--- src/hw/rtl/stimulus_pulse_train_sequencer_core_macros.svh ---
// ----------------------------------------------------------------------------
// Stimulus pulse train sequencer assertion macros
// Concurrent assertion wrappers; empty when SYNTHESIS is defined.
// ----------------------------------------------------------------------------
`ifndef STIMULUS_PULSE_TRAIN_SEQUENCER_CORE_MACROS_SVH
`define STIMULUS_PULSE_TRAIN_SEQUENCER_CORE_MACROS_SVH

`ifndef SYNTHESIS
`define SPTS_ASSERT_CLK(name, clk, rst_n, prop, msg) \
  name: assert property (@(posedge clk) disable iff (!rst_n) prop) else $error(msg);
`define SPTS_ASSERT(name, prop, msg) \
  `SPTS_ASSERT_CLK(name, clk_i, rst_ni, prop, msg)
`else
`define SPTS_ASSERT_CLK(name, clk, rst_n, prop, msg)
`define SPTS_ASSERT(name, prop, msg)
`endif

`endif

--- src/hw/rtl/spts_pkg.sv ---
// ----------------------------------------------------------------------------
// Stimulus pulse train sequencer package
// Payload types, operation and edge codes, register indexes and reset values.
// ----------------------------------------------------------------------------
package spts_pkg;

  localparam int unsigned OP_W    = 2;
  localparam int unsigned SAMPLE_W = 32;
  localparam int unsigned RND_W   = 31;
  localparam int unsigned REG_W   = 16;
  localparam int unsigned TICKS_W = 17;
  localparam int unsigned IDX_W   = 2;
  localparam int unsigned DIV_CNT_W = $clog2(RND_W);

  typedef enum logic [OP_W-1:0] {
    OP_TICK  = 2'd0,
    OP_START = 2'd1,
    OP_STOP  = 2'd2
  } op_e;

  typedef enum logic [1:0] {
    EDGE_NONE  = 2'd0,
    EDGE_START = 2'd1,
    EDGE_END   = 2'd2
  } edge_e;

  typedef enum logic [IDX_W-1:0] {
    CFG_TRIAL_TOTAL = 2'd0,
    CFG_PULSE_TICKS = 2'd1,
    CFG_GAP_BASE    = 2'd2,
    CFG_GAP_JITTER  = 2'd3
  } cfg_idx_e;

  localparam logic [REG_W-1:0] TRIAL_TOTAL_RST = 16'd0;
  localparam logic [REG_W-1:0] PULSE_TICKS_RST = 16'd100;
  localparam logic [REG_W-1:0] GAP_BASE_RST    = 16'd1000;
  localparam logic [REG_W-1:0] GAP_JITTER_RST  = 16'd0;

  typedef struct packed {
    logic [OP_W-1:0]     operation;
    logic [SAMPLE_W-1:0] sample_count;
    logic [RND_W-1:0]    random_word;
  } spts_in_t;

  typedef struct packed {
    logic                pulse_active;
    logic [1:0]          edge_event;
    logic [SAMPLE_W-1:0] edge_sample;
    logic                running;
    logic [REG_W-1:0]    trials_done;
  } spts_out_t;

  typedef struct packed {
    logic load;
    logic div_start;
    logic commit;
  } spts_cmd_t;

  typedef struct packed {
    logic need_div;
    logic div_done;
    logic out_free;
  } spts_sts_t;

endpackage

--- src/hw/rtl/spts_mod.sv ---
// ----------------------------------------------------------------------------
// Stimulus pulse train sequencer remainder unit
// Restoring bit-serial remainder of the random word by the jitter bound.
// ----------------------------------------------------------------------------
module spts_mod (
  input  logic                           clk_i,
  input  logic                           rst_ni,
  input  logic                           start_i,
  input  logic [spts_pkg::RND_W-1:0]     dividend_i,
  input  logic [spts_pkg::REG_W-1:0]     divisor_i,
  output logic                           done_o,
  output logic [spts_pkg::REG_W-1:0]     rem_o
);
  import spts_pkg::*;

  logic                 busy_q, busy_d;
  logic                 done_q, done_d;
  logic [DIV_CNT_W-1:0] cnt_q, cnt_d;
  logic [RND_W-1:0]     num_q, num_d;
  logic [REG_W-1:0]     rem_q, rem_d;
  logic [REG_W:0]       trial;

  always_comb begin
    trial  = {rem_q, num_q[RND_W-1]};
    busy_d = busy_q;
    done_d = 1'b0;
    cnt_d  = cnt_q;
    num_d  = num_q;
    rem_d  = rem_q;
    if (start_i) begin
      busy_d = 1'b1;
      cnt_d  = DIV_CNT_W'(RND_W - 1);
      num_d  = dividend_i;
      rem_d  = '0;
    end else if (busy_q) begin
      num_d = {num_q[RND_W-2:0], 1'b0};
      if (trial >= {1'b0, divisor_i}) begin
        rem_d = REG_W'(trial - {1'b0, divisor_i});
      end else begin
        rem_d = trial[REG_W-1:0];
      end
      if (cnt_q == '0) begin
        busy_d = 1'b0;
        done_d = 1'b1;
      end else begin
        cnt_d = cnt_q - 1'b1;
      end
    end
  end

  always_ff @(posedge clk_i or negedge rst_ni) begin
    if (!rst_ni) begin
      busy_q <= 1'b0;
      done_q <= 1'b0;
      cnt_q  <= '0;
    end else begin
      busy_q <= busy_d;
      done_q <= done_d;
      cnt_q  <= cnt_d;
    end
  end

  always_ff @(posedge clk_i) begin
    num_q <= num_d;
    rem_q <= rem_d;
  end

  assign done_o = done_q;
  assign rem_o  = rem_q;

endmodule

--- src/hw/rtl/spts_datapath.sv ---
// ----------------------------------------------------------------------------
// Stimulus pulse train sequencer datapath
// Configuration, train state, item register, gap draw and result register.
// ----------------------------------------------------------------------------
`include "stimulus_pulse_train_sequencer_core_macros.svh"

module spts_datapath (
  input  logic                          clk_i,
  input  logic                          rst_ni,
  input  logic                          cfg_we_i,
  input  logic [spts_pkg::IDX_W-1:0]    cfg_idx_i,
  input  logic [spts_pkg::REG_W-1:0]    cfg_wdata_i,
  input  spts_pkg::spts_in_t            in_data_i,
  input  spts_pkg::spts_cmd_t           cmd_i,
  output spts_pkg::spts_sts_t           sts_o,
  output logic                          out_valid_o,
  input  logic                          out_ready_i,
  output spts_pkg::spts_out_t           out_data_o
);
  import spts_pkg::*;

  logic [REG_W-1:0]   trial_total_q, pulse_ticks_q, gap_base_q, gap_jitter_q;
  logic               active_q, active_d;
  logic               in_pulse_q, in_pulse_d;
  logic [TICKS_W-1:0] ticks_q, ticks_d;
  logic [REG_W-1:0]   count_q, count_d;
  spts_in_t           item_q;
  spts_out_t          out_q, out_d;
  logic               out_valid_q, out_valid_d;
  edge_e              edge_d;
  logic [REG_W-1:0]   count_inc;
  logic [REG_W-1:0]   extra;
  logic [REG_W-1:0]   rem;
  logic               div_done;
  logic               gap_case;

  spts_mod u_mod (
    .clk_i      (clk_i),
    .rst_ni     (rst_ni),
    .start_i    (cmd_i.div_start),
    .dividend_i (item_q.random_word),
    .divisor_i  (gap_jitter_q),
    .done_o     (div_done),
    .rem_o      (rem)
  );

  always_ff @(posedge clk_i or negedge rst_ni) begin
    if (!rst_ni) begin
      trial_total_q <= TRIAL_TOTAL_RST;
      pulse_ticks_q <= PULSE_TICKS_RST;
      gap_base_q    <= GAP_BASE_RST;
      gap_jitter_q  <= GAP_JITTER_RST;
    end else if (cfg_we_i) begin
      case (cfg_idx_e'(cfg_idx_i))
        CFG_TRIAL_TOTAL: trial_total_q <= cfg_wdata_i;
        CFG_PULSE_TICKS: pulse_ticks_q <= cfg_wdata_i;
        CFG_GAP_BASE:    gap_base_q    <= cfg_wdata_i;
        CFG_GAP_JITTER:  gap_jitter_q  <= cfg_wdata_i;
        default: ;
      endcase
    end
  end

  assign count_inc = (count_q != '1) ? count_q + 1'b1 : count_q;
  assign gap_case  = (op_e'(item_q.operation) == OP_TICK) && active_q &&
                     (ticks_q <= TICKS_W'(1)) && in_pulse_q &&
                     (count_inc < trial_total_q);
  assign extra     = (gap_jitter_q != '0) ? rem : '0;

  always_comb begin
    active_d   = active_q;
    in_pulse_d = in_pulse_q;
    ticks_d    = ticks_q;
    count_d    = count_q;
    edge_d     = EDGE_NONE;
    case (op_e'(item_q.operation))
      OP_START: begin
        if (!active_q) begin
          active_d   = 1'b1;
          count_d    = '0;
          in_pulse_d = 1'b1;
          ticks_d    = {1'b0, pulse_ticks_q};
          edge_d     = EDGE_START;
        end
      end
      OP_STOP: begin
        if (active_q) begin
          active_d   = 1'b0;
          in_pulse_d = 1'b0;
          ticks_d    = '0;
        end
      end
      OP_TICK: begin
        if (active_q) begin
          if (ticks_q > TICKS_W'(1)) begin
            ticks_d = ticks_q - 1'b1;
          end else if (in_pulse_q) begin
            in_pulse_d = 1'b0;
            edge_d     = EDGE_END;
            count_d    = count_inc;
            if (count_inc >= trial_total_q) begin
              active_d = 1'b0;
              ticks_d  = '0;
            end else begin
              ticks_d = {1'b0, gap_base_q} + {1'b0, extra};
            end
          end else begin
            in_pulse_d = 1'b1;
            ticks_d    = {1'b0, pulse_ticks_q};
            edge_d     = EDGE_START;
          end
        end
      end
      default: ;
    endcase
  end

  always_comb begin
    out_d.pulse_active = in_pulse_d;
    out_d.edge_event   = edge_d;
    out_d.edge_sample  = (edge_d != EDGE_NONE) ? item_q.sample_count : '0;
    out_d.running      = active_d;
    out_d.trials_done  = count_d;
  end

  always_comb begin
    out_valid_d = out_valid_q;
    if (cmd_i.commit) begin
      out_valid_d = 1'b1;
    end else if (out_ready_i) begin
      out_valid_d = 1'b0;
    end
  end

  always_ff @(posedge clk_i or negedge rst_ni) begin
    if (!rst_ni) begin
      active_q    <= 1'b0;
      in_pulse_q  <= 1'b0;
      ticks_q     <= '0;
      count_q     <= '0;
      out_valid_q <= 1'b0;
    end else begin
      out_valid_q <= out_valid_d;
      if (cmd_i.commit) begin
        active_q   <= active_d;
        in_pulse_q <= in_pulse_d;
        ticks_q    <= ticks_d;
        count_q    <= count_d;
      end
    end
  end

  always_ff @(posedge clk_i) begin
    if (cmd_i.load) begin
      item_q <= in_data_i;
    end
    if (cmd_i.commit) begin
      out_q <= out_d;
    end
  end

  assign sts_o.need_div = gap_case && (gap_jitter_q != '0);
  assign sts_o.div_done = div_done;
  assign sts_o.out_free = !out_valid_q || out_ready_i;
  assign out_valid_o    = out_valid_q;
  assign out_data_o     = out_q;

  `SPTS_ASSERT(a_idle_no_pulse, !active_q |-> !in_pulse_q, "pulse open while idle")
  `SPTS_ASSERT(a_no_edge_zero, out_valid_q && (out_q.edge_event == EDGE_NONE) |-> out_q.edge_sample == '0, "edge sample set without edge")
  `SPTS_ASSERT(a_stop_closes, out_valid_q && !out_q.running |-> !out_q.pulse_active, "pulse reported after train end")
  `SPTS_ASSERT(a_rem_bound, div_done && (gap_jitter_q != '0) |=> rem < gap_jitter_q, "remainder not below bound")

endmodule

--- src/hw/rtl/spts_ctrl.sv ---
// ----------------------------------------------------------------------------
// Stimulus pulse train sequencer controller
// Sequences item capture, optional gap draw and state commit.
// ----------------------------------------------------------------------------
module spts_ctrl (
  input  logic                 clk_i,
  input  logic                 rst_ni,
  input  logic                 in_valid_i,
  output logic                 in_ready_o,
  input  spts_pkg::spts_sts_t  sts_i,
  output spts_pkg::spts_cmd_t  cmd_o
);
  import spts_pkg::*;

  typedef enum logic [1:0] {
    S_IDLE,
    S_EVAL,
    S_DIV,
    S_COMMIT
  } state_e;

  state_e state_q, state_d;

  always_comb begin
    state_d          = state_q;
    cmd_o.load       = 1'b0;
    cmd_o.div_start  = 1'b0;
    cmd_o.commit     = 1'b0;
    case (state_q)
      S_IDLE: begin
        if (in_valid_i) begin
          cmd_o.load = 1'b1;
          state_d    = S_EVAL;
        end
      end
      S_EVAL: begin
        if (sts_i.need_div) begin
          cmd_o.div_start = 1'b1;
          state_d         = S_DIV;
        end else begin
          state_d = S_COMMIT;
        end
      end
      S_DIV: begin
        if (sts_i.div_done) begin
          state_d = S_COMMIT;
        end
      end
      S_COMMIT: begin
        if (sts_i.out_free) begin
          cmd_o.commit = 1'b1;
          state_d      = S_IDLE;
        end
      end
      default: state_d = S_IDLE;
    endcase
  end

  always_ff @(posedge clk_i or negedge rst_ni) begin
    if (!rst_ni) begin
      state_q <= S_IDLE;
    end else begin
      state_q <= state_d;
    end
  end

  assign in_ready_o = (state_q == S_IDLE);

endmodule

--- src/hw/rtl/stimulus_pulse_train_sequencer_core.sv ---
// ----------------------------------------------------------------------------
// Stimulus pulse train sequencer core
// Runs pulse trains from tick, start and stop transactions.
// ----------------------------------------------------------------------------
// A transaction is captured, evaluated and committed in turn; a tick that
// ends a pulse and draws a jittered gap also waits on the 31-step bit-serial
// remainder unit. The result waits in an output register, so the
// next transaction is taken as soon as the previous one commits.
module stimulus_pulse_train_sequencer_core (
  input  logic                        clk_i,
  input  logic                        rst_ni,
  input  logic                        in_valid_i,
  output logic                        in_ready_o,
  input  spts_pkg::spts_in_t          in_data_i,
  output logic                        out_valid_o,
  input  logic                        out_ready_i,
  output spts_pkg::spts_out_t         out_data_o,
  input  logic                        cfg_we_i,
  input  logic [spts_pkg::IDX_W-1:0]  cfg_idx_i,
  input  logic [spts_pkg::REG_W-1:0]  cfg_wdata_i
);
  import spts_pkg::*;

  spts_cmd_t cmd;
  spts_sts_t sts;

  spts_ctrl u_ctrl (
    .clk_i      (clk_i),
    .rst_ni     (rst_ni),
    .in_valid_i (in_valid_i),
    .in_ready_o (in_ready_o),
    .sts_i      (sts),
    .cmd_o      (cmd)
  );

  spts_datapath u_datapath (
    .clk_i       (clk_i),
    .rst_ni      (rst_ni),
    .cfg_we_i    (cfg_we_i),
    .cfg_idx_i   (cfg_idx_i),
    .cfg_wdata_i (cfg_wdata_i),
    .in_data_i   (in_data_i),
    .cmd_i       (cmd),
    .sts_o       (sts),
    .out_valid_o (out_valid_o),
    .out_ready_i (out_ready_i),
    .out_data_o  (out_data_o)
  );

endmodule
--- config.mk ---
export PLATFORM = sky130hd
export DESIGN_NAME = stimulus_pulse_train_sequencer_core
export DESIGN_NICKNAME = d
export VERILOG_FILES = /design/src/hw/rtl/spts_pkg.sv /design/src/hw/rtl/spts_mod.sv /design/src/hw/rtl/spts_datapath.sv /design/src/hw/rtl/spts_ctrl.sv /design/src/hw/rtl/stimulus_pulse_train_sequencer_core.sv
export VERILOG_INCLUDE_DIRS = /design/src /design/src/hw/rtl
export SDC_FILE = /design/constraint.sdc
export NUM_CORES = 1
export LEC_CHECK = 0
export CAP_MARGIN = 10
export CORE_MARGIN = 2
export CORE_UTILIZATION = 50
export DETAILED_ROUTE_END_ITERATION = 8
export DONT_BUFFER_PORTS = 1
export PLACE_DENSITY = 0.8
export SLEW_MARGIN = 15
export SYNTH_ARGS = -nofsm -noshare
export SYNTH_HDL_FRONTEND = slang
export SYNTH_SLANG_ARGS = --single-unit
--- constraint.sdc ---
create_clock -name clk_i -period 4.15 [get_ports clk_i]
set_input_delay 0.6225 -clock clk_i [delete_from_list [all_inputs] [get_ports clk_i]]
set_output_delay 0.6225 -clock clk_i [all_outputs]
set_load 0.005 [all_outputs]
==> flow_metrics.tcl <==
set metrics [dict create \
    status "finished, violations left" \
    violations "hold timing" \
    yosysSeqAreaShare 0.549 \
    power_mw 7.71 \
    max_freq_ghz 0.244 \
    cp_max_fo 15 \
    globalRouteOverflowTotal 0 \
    final_nets 1337 \
    cts_sinks 273 \
    p_sw_mw 2.28 \
    viasPerCell 5.80 \
    antenna_found_initial 0 \
    clockBufferDepth 3 \
    r2r_cells 15 \
    core-area_sq_mm 0.0269 \
    synth_warnings 0 \
    cts_tree "built" \
    rsz0062_at_grt "true" \
    period_minus_slack_ns 4.09 \
    maxSlewViolCount 0 \
    insertedDiodeCount 0 \
    synth_nets 1329 \
    cp_slowest_stage_delay_ns 0.57 \
    async_reset_ff_frac 0.399 \
    crit_path_frequent_cell "ha_1" \
    start_kind "flip-flop" \
    rows 60 \
    r2r-end "u_datapath.u_mod.num_q[12]" \
    dieArea_sq_mm 0.0287 \
    power_switching_share 0.295 \
    relSlewSlack 0.275 \
    arrival_ns 4.38 \
    cp.buffers_inverters 2 \
    reg2reg_setup_slack_ns 0.06 \
    htree_levels 1 \
    drtIter0Drc 956 \
    cpMaxStageDelayCell "or4_1" \
    die_x_um 169 \
    grt_pass1_wl_mm 45.7 \
    path_class "flip-flop to flip-flop" \
    start_util 0.509 \
    cp-end-kind "flip-flop" \
    layout.cells.non_filler 1551 \
    ys_seq_elements 273 \
    syn-cell-area_sq_mm 0.0137 \
    ir_drop_mv 0.327 \
    postSynthCellCount 1180 \
    syn_area_per_cell_sq_um 11.6 \
    worstHoldPathType "primary input to async pin" \
    grt_pass1_vias 8792 \
    route.vias.total 9000 \
    dominantRegCellSynth "edfxtp_1" \
    holdWs_ns -0.0340 \
    drt_pass1_iterations 5 \
    wl_per_cell_um 18.8 \
    finalCritPeriodShare 0.986 \
    p_clk_frac 0.312 \
    p_int_mw 5.44 \
    place_inst 1494 \
    place_congestion 0.867 \
    critPathTopFamily "simple AND/OR/NAND/NOR gates" \
    fp.dieH_um 169 \
    drv_cap 0 \
    hold_viol 13 \
    pwr_density_cell_mw_per_mm2 511 \
    track_usage 0.198 \
    dp_hpwl_mm 19.9 \
    rr_startpoint "u_datapath.count_q[1]" \
    worst_pin_slew_ns 1.09 \
    clockRootBuffer "clkbuf_16" \
    grt_max_degree 110 \
    synth_edf_count 148 \
    clkSlewWorstSetupHoldPaths_ns 0.06 \
    yosysUniqueCellTypes 81 \
    cp_cell_sequence "ha_1 -> nand2_1 -> nor3_4 -> buf_4 -> a2111oi_4 -> nand3_2 -> xnor2_1 -> ha_1 -> nand4_1 -> or4_1 -> a21o_1 -> and2_1 -> nand4_4 -> clkbuf_16 -> mux2_1" \
    clk_latency_ns 0.55 \
    routed_wl_mm 29.1 \
    p_comb_frac 0.193 \
    numCtsBuffers 28 \
    area_delta_synth_final_pct 10.4 \
    io_pins 142 \
    drc 0 \
    post_route_cells_drive_above_1_share 0.140 \
    fin_worst_skew_ns 0.0120 \
    ant_nets 0 \
    p_seq_frac 0.495 \
    numPortBuffers 0 \
    setup_viol 0 \
    p_leak_nw 6.08 \
    worstPathRequired_ns 4.44 \
]
## logic make-up after synthesis
group,count (synthesis),synth area share
AND/OR/NAND/NOR,328,0.128
multiplexers,97,0.0790
buffers and inverters,108,0.0331
flip-flops,273,0.549
adder cells (fa/ha/maj),61,0.0569
XOR/XNOR,50,0.0320
AO/OA/AOI/OAI,263,0.122
## placed cells by master, fill, tap and decap left out, drive strengths merged, types with 6 or more instances in the layout
| cell type | instances |
|---|---|
| nor2 | 47 |
| and3 | 21 |
| mux2 | 84 |
| nor2b | 43 |
| nand4 | 16 |
| inv | 57 |
| a21o | 11 |
| dfstp | 9 |
| o211ai | 6 |
| o21ai | 91 |
| xnor2 | 32 |
| ha | 59 |
| a22o | 8 |
| a21oi | 67 |
| o31ai | 16 |
| dfxtp | 16 |
| edfxtp | 148 |
| mux2i | 13 |
| nor4 | 14 |
| nand2 | 87 |
| and2 | 20 |
| clkbuf | 39 |
| clkinv | 12 |
| nand2b | 11 |
| buf | 27 |
| a31oi | 8 |
| nor3 | 18 |
| dfrtp | 100 |
| nand3 | 30 |
| nand3b | 6 |
| xor2 | 18 |
| o21a | 11 |
## sequential cells by signal, indices dropped and copies added (netlist names), 2 cells and up
register,count
u_datapath.u_mod.rem_o,16
u_datapath.trial_total_q,16
u_ctrl.state_q,2
u_datapath.gap_base_q,16
u_datapath.out_data_o,52
u_datapath.item_q,65
u_datapath.u_mod.cnt_q,5
u_datapath.u_mod.num_q,31
u_datapath.pulse_ticks_q,16
u_datapath.count_q,16
u_datapath.gap_jitter_q,16
u_datapath.ticks_q,17
## stage by stage
| step | hold slack [ns] | area, sq um | util | setup TNS [ns] | worst slack, ns |
|---|---|---|---|---|---|
| final | -0.0340 | 15100 | 0.562 | 0 | 0.0577 |
| after global routing | 0.0529 | 15100 | 0.562 | -2.22 | -0.0742 |
| after CTS | 0.0440 | 15000 | 0.557 | 0 | 0.0578 |
| after detailed placement | 0.332 | 14100 | 0.523 | 0 | 0.109 |
| after global placement | 0.331 | 14100 | 0.523 | 0 | 0.219 |
| after floorplan | 0.327 | 13700 | - | 0 | 0.274 |
## how the worst max path moves through the flow
| stage | from | to | slack (ns) | cells after the start |
|---|---|---|---|---|
| after floorplan | u_datapath.count_q[6] | u_datapath.u_mod.num_q[0] | 0.27 | 16 |
| after global placement | u_datapath.count_q[3] | u_datapath.u_mod.num_q[7] | 0.22 | 13 |
| after detailed placement | u_datapath.count_q[3] | u_datapath.u_mod.num_q[26] | 0.11 | 13 |
| after CTS | u_datapath.count_q[3] | u_datapath.u_mod.num_q[26] | 0.06 | 13 |
| after global routing | u_datapath.count_q[1] | u_datapath.u_mod.num_q[26] | -0.07 | 15 |
| final | u_datapath.count_q[1] | u_datapath.u_mod.num_q[12] | 0.06 | 15 |
## what timing repair did
action                                  CTS  global route
hold buffers                              1             0
buffers inserted                          0             2
endpoints found under the setup margin    0            77
resized for setup                         0            11
endpoints found under the hold margin   109             0
## cell type report
class,count,area (sq um)
inverters,57,214
fillers,2152,11800
repair buffers,29,289
clock inverters,15,136
multi-input cells,799,5780
well taps,341,427
clock buffers,37,744
flip-flops and latches,273,7510
## power groups by stage
stage	registers (mW)	logic [mW]	clock network, mW
6_report	3.82	1.49	2.41
5_1_grt	3.88	1.67	2.56
4_1_cts	3.82	1.48	2.45
3_5_place_dp	3.87	1.44	0
3_3_place_gp	3.85	1.39	0
2_1_floorplan	3.75	1.18	0
## synthesized netlist by cell type, drive strengths merged (30+ instances only)
library cell | number | area (sq um)
nor2 | 47 | 186
nor2b | 43 | 269
xnor2 | 32 | 280
dfrtp | 100 | 2500
mux2 | 84 | 950
nand3 | 30 | 155
inv | 56 | 210
a21oi | 67 | 339
nand2 | 87 | 327
ha | 59 | 738
clkbuf | 35 | 131
o21ai | 91 | 459
edfxtp | 148 | 4440
## layer usage
metal	global-route usage	up-vias	wire length (um)
met4	0.0669	0	811
met2	0.340	232	14400
met1	0.256	4370	12500
met5	0	-	0
met3	0.0319	66	1420
li1	-	4332	-
Note: power is estimated with default switching activity, not from simulation.
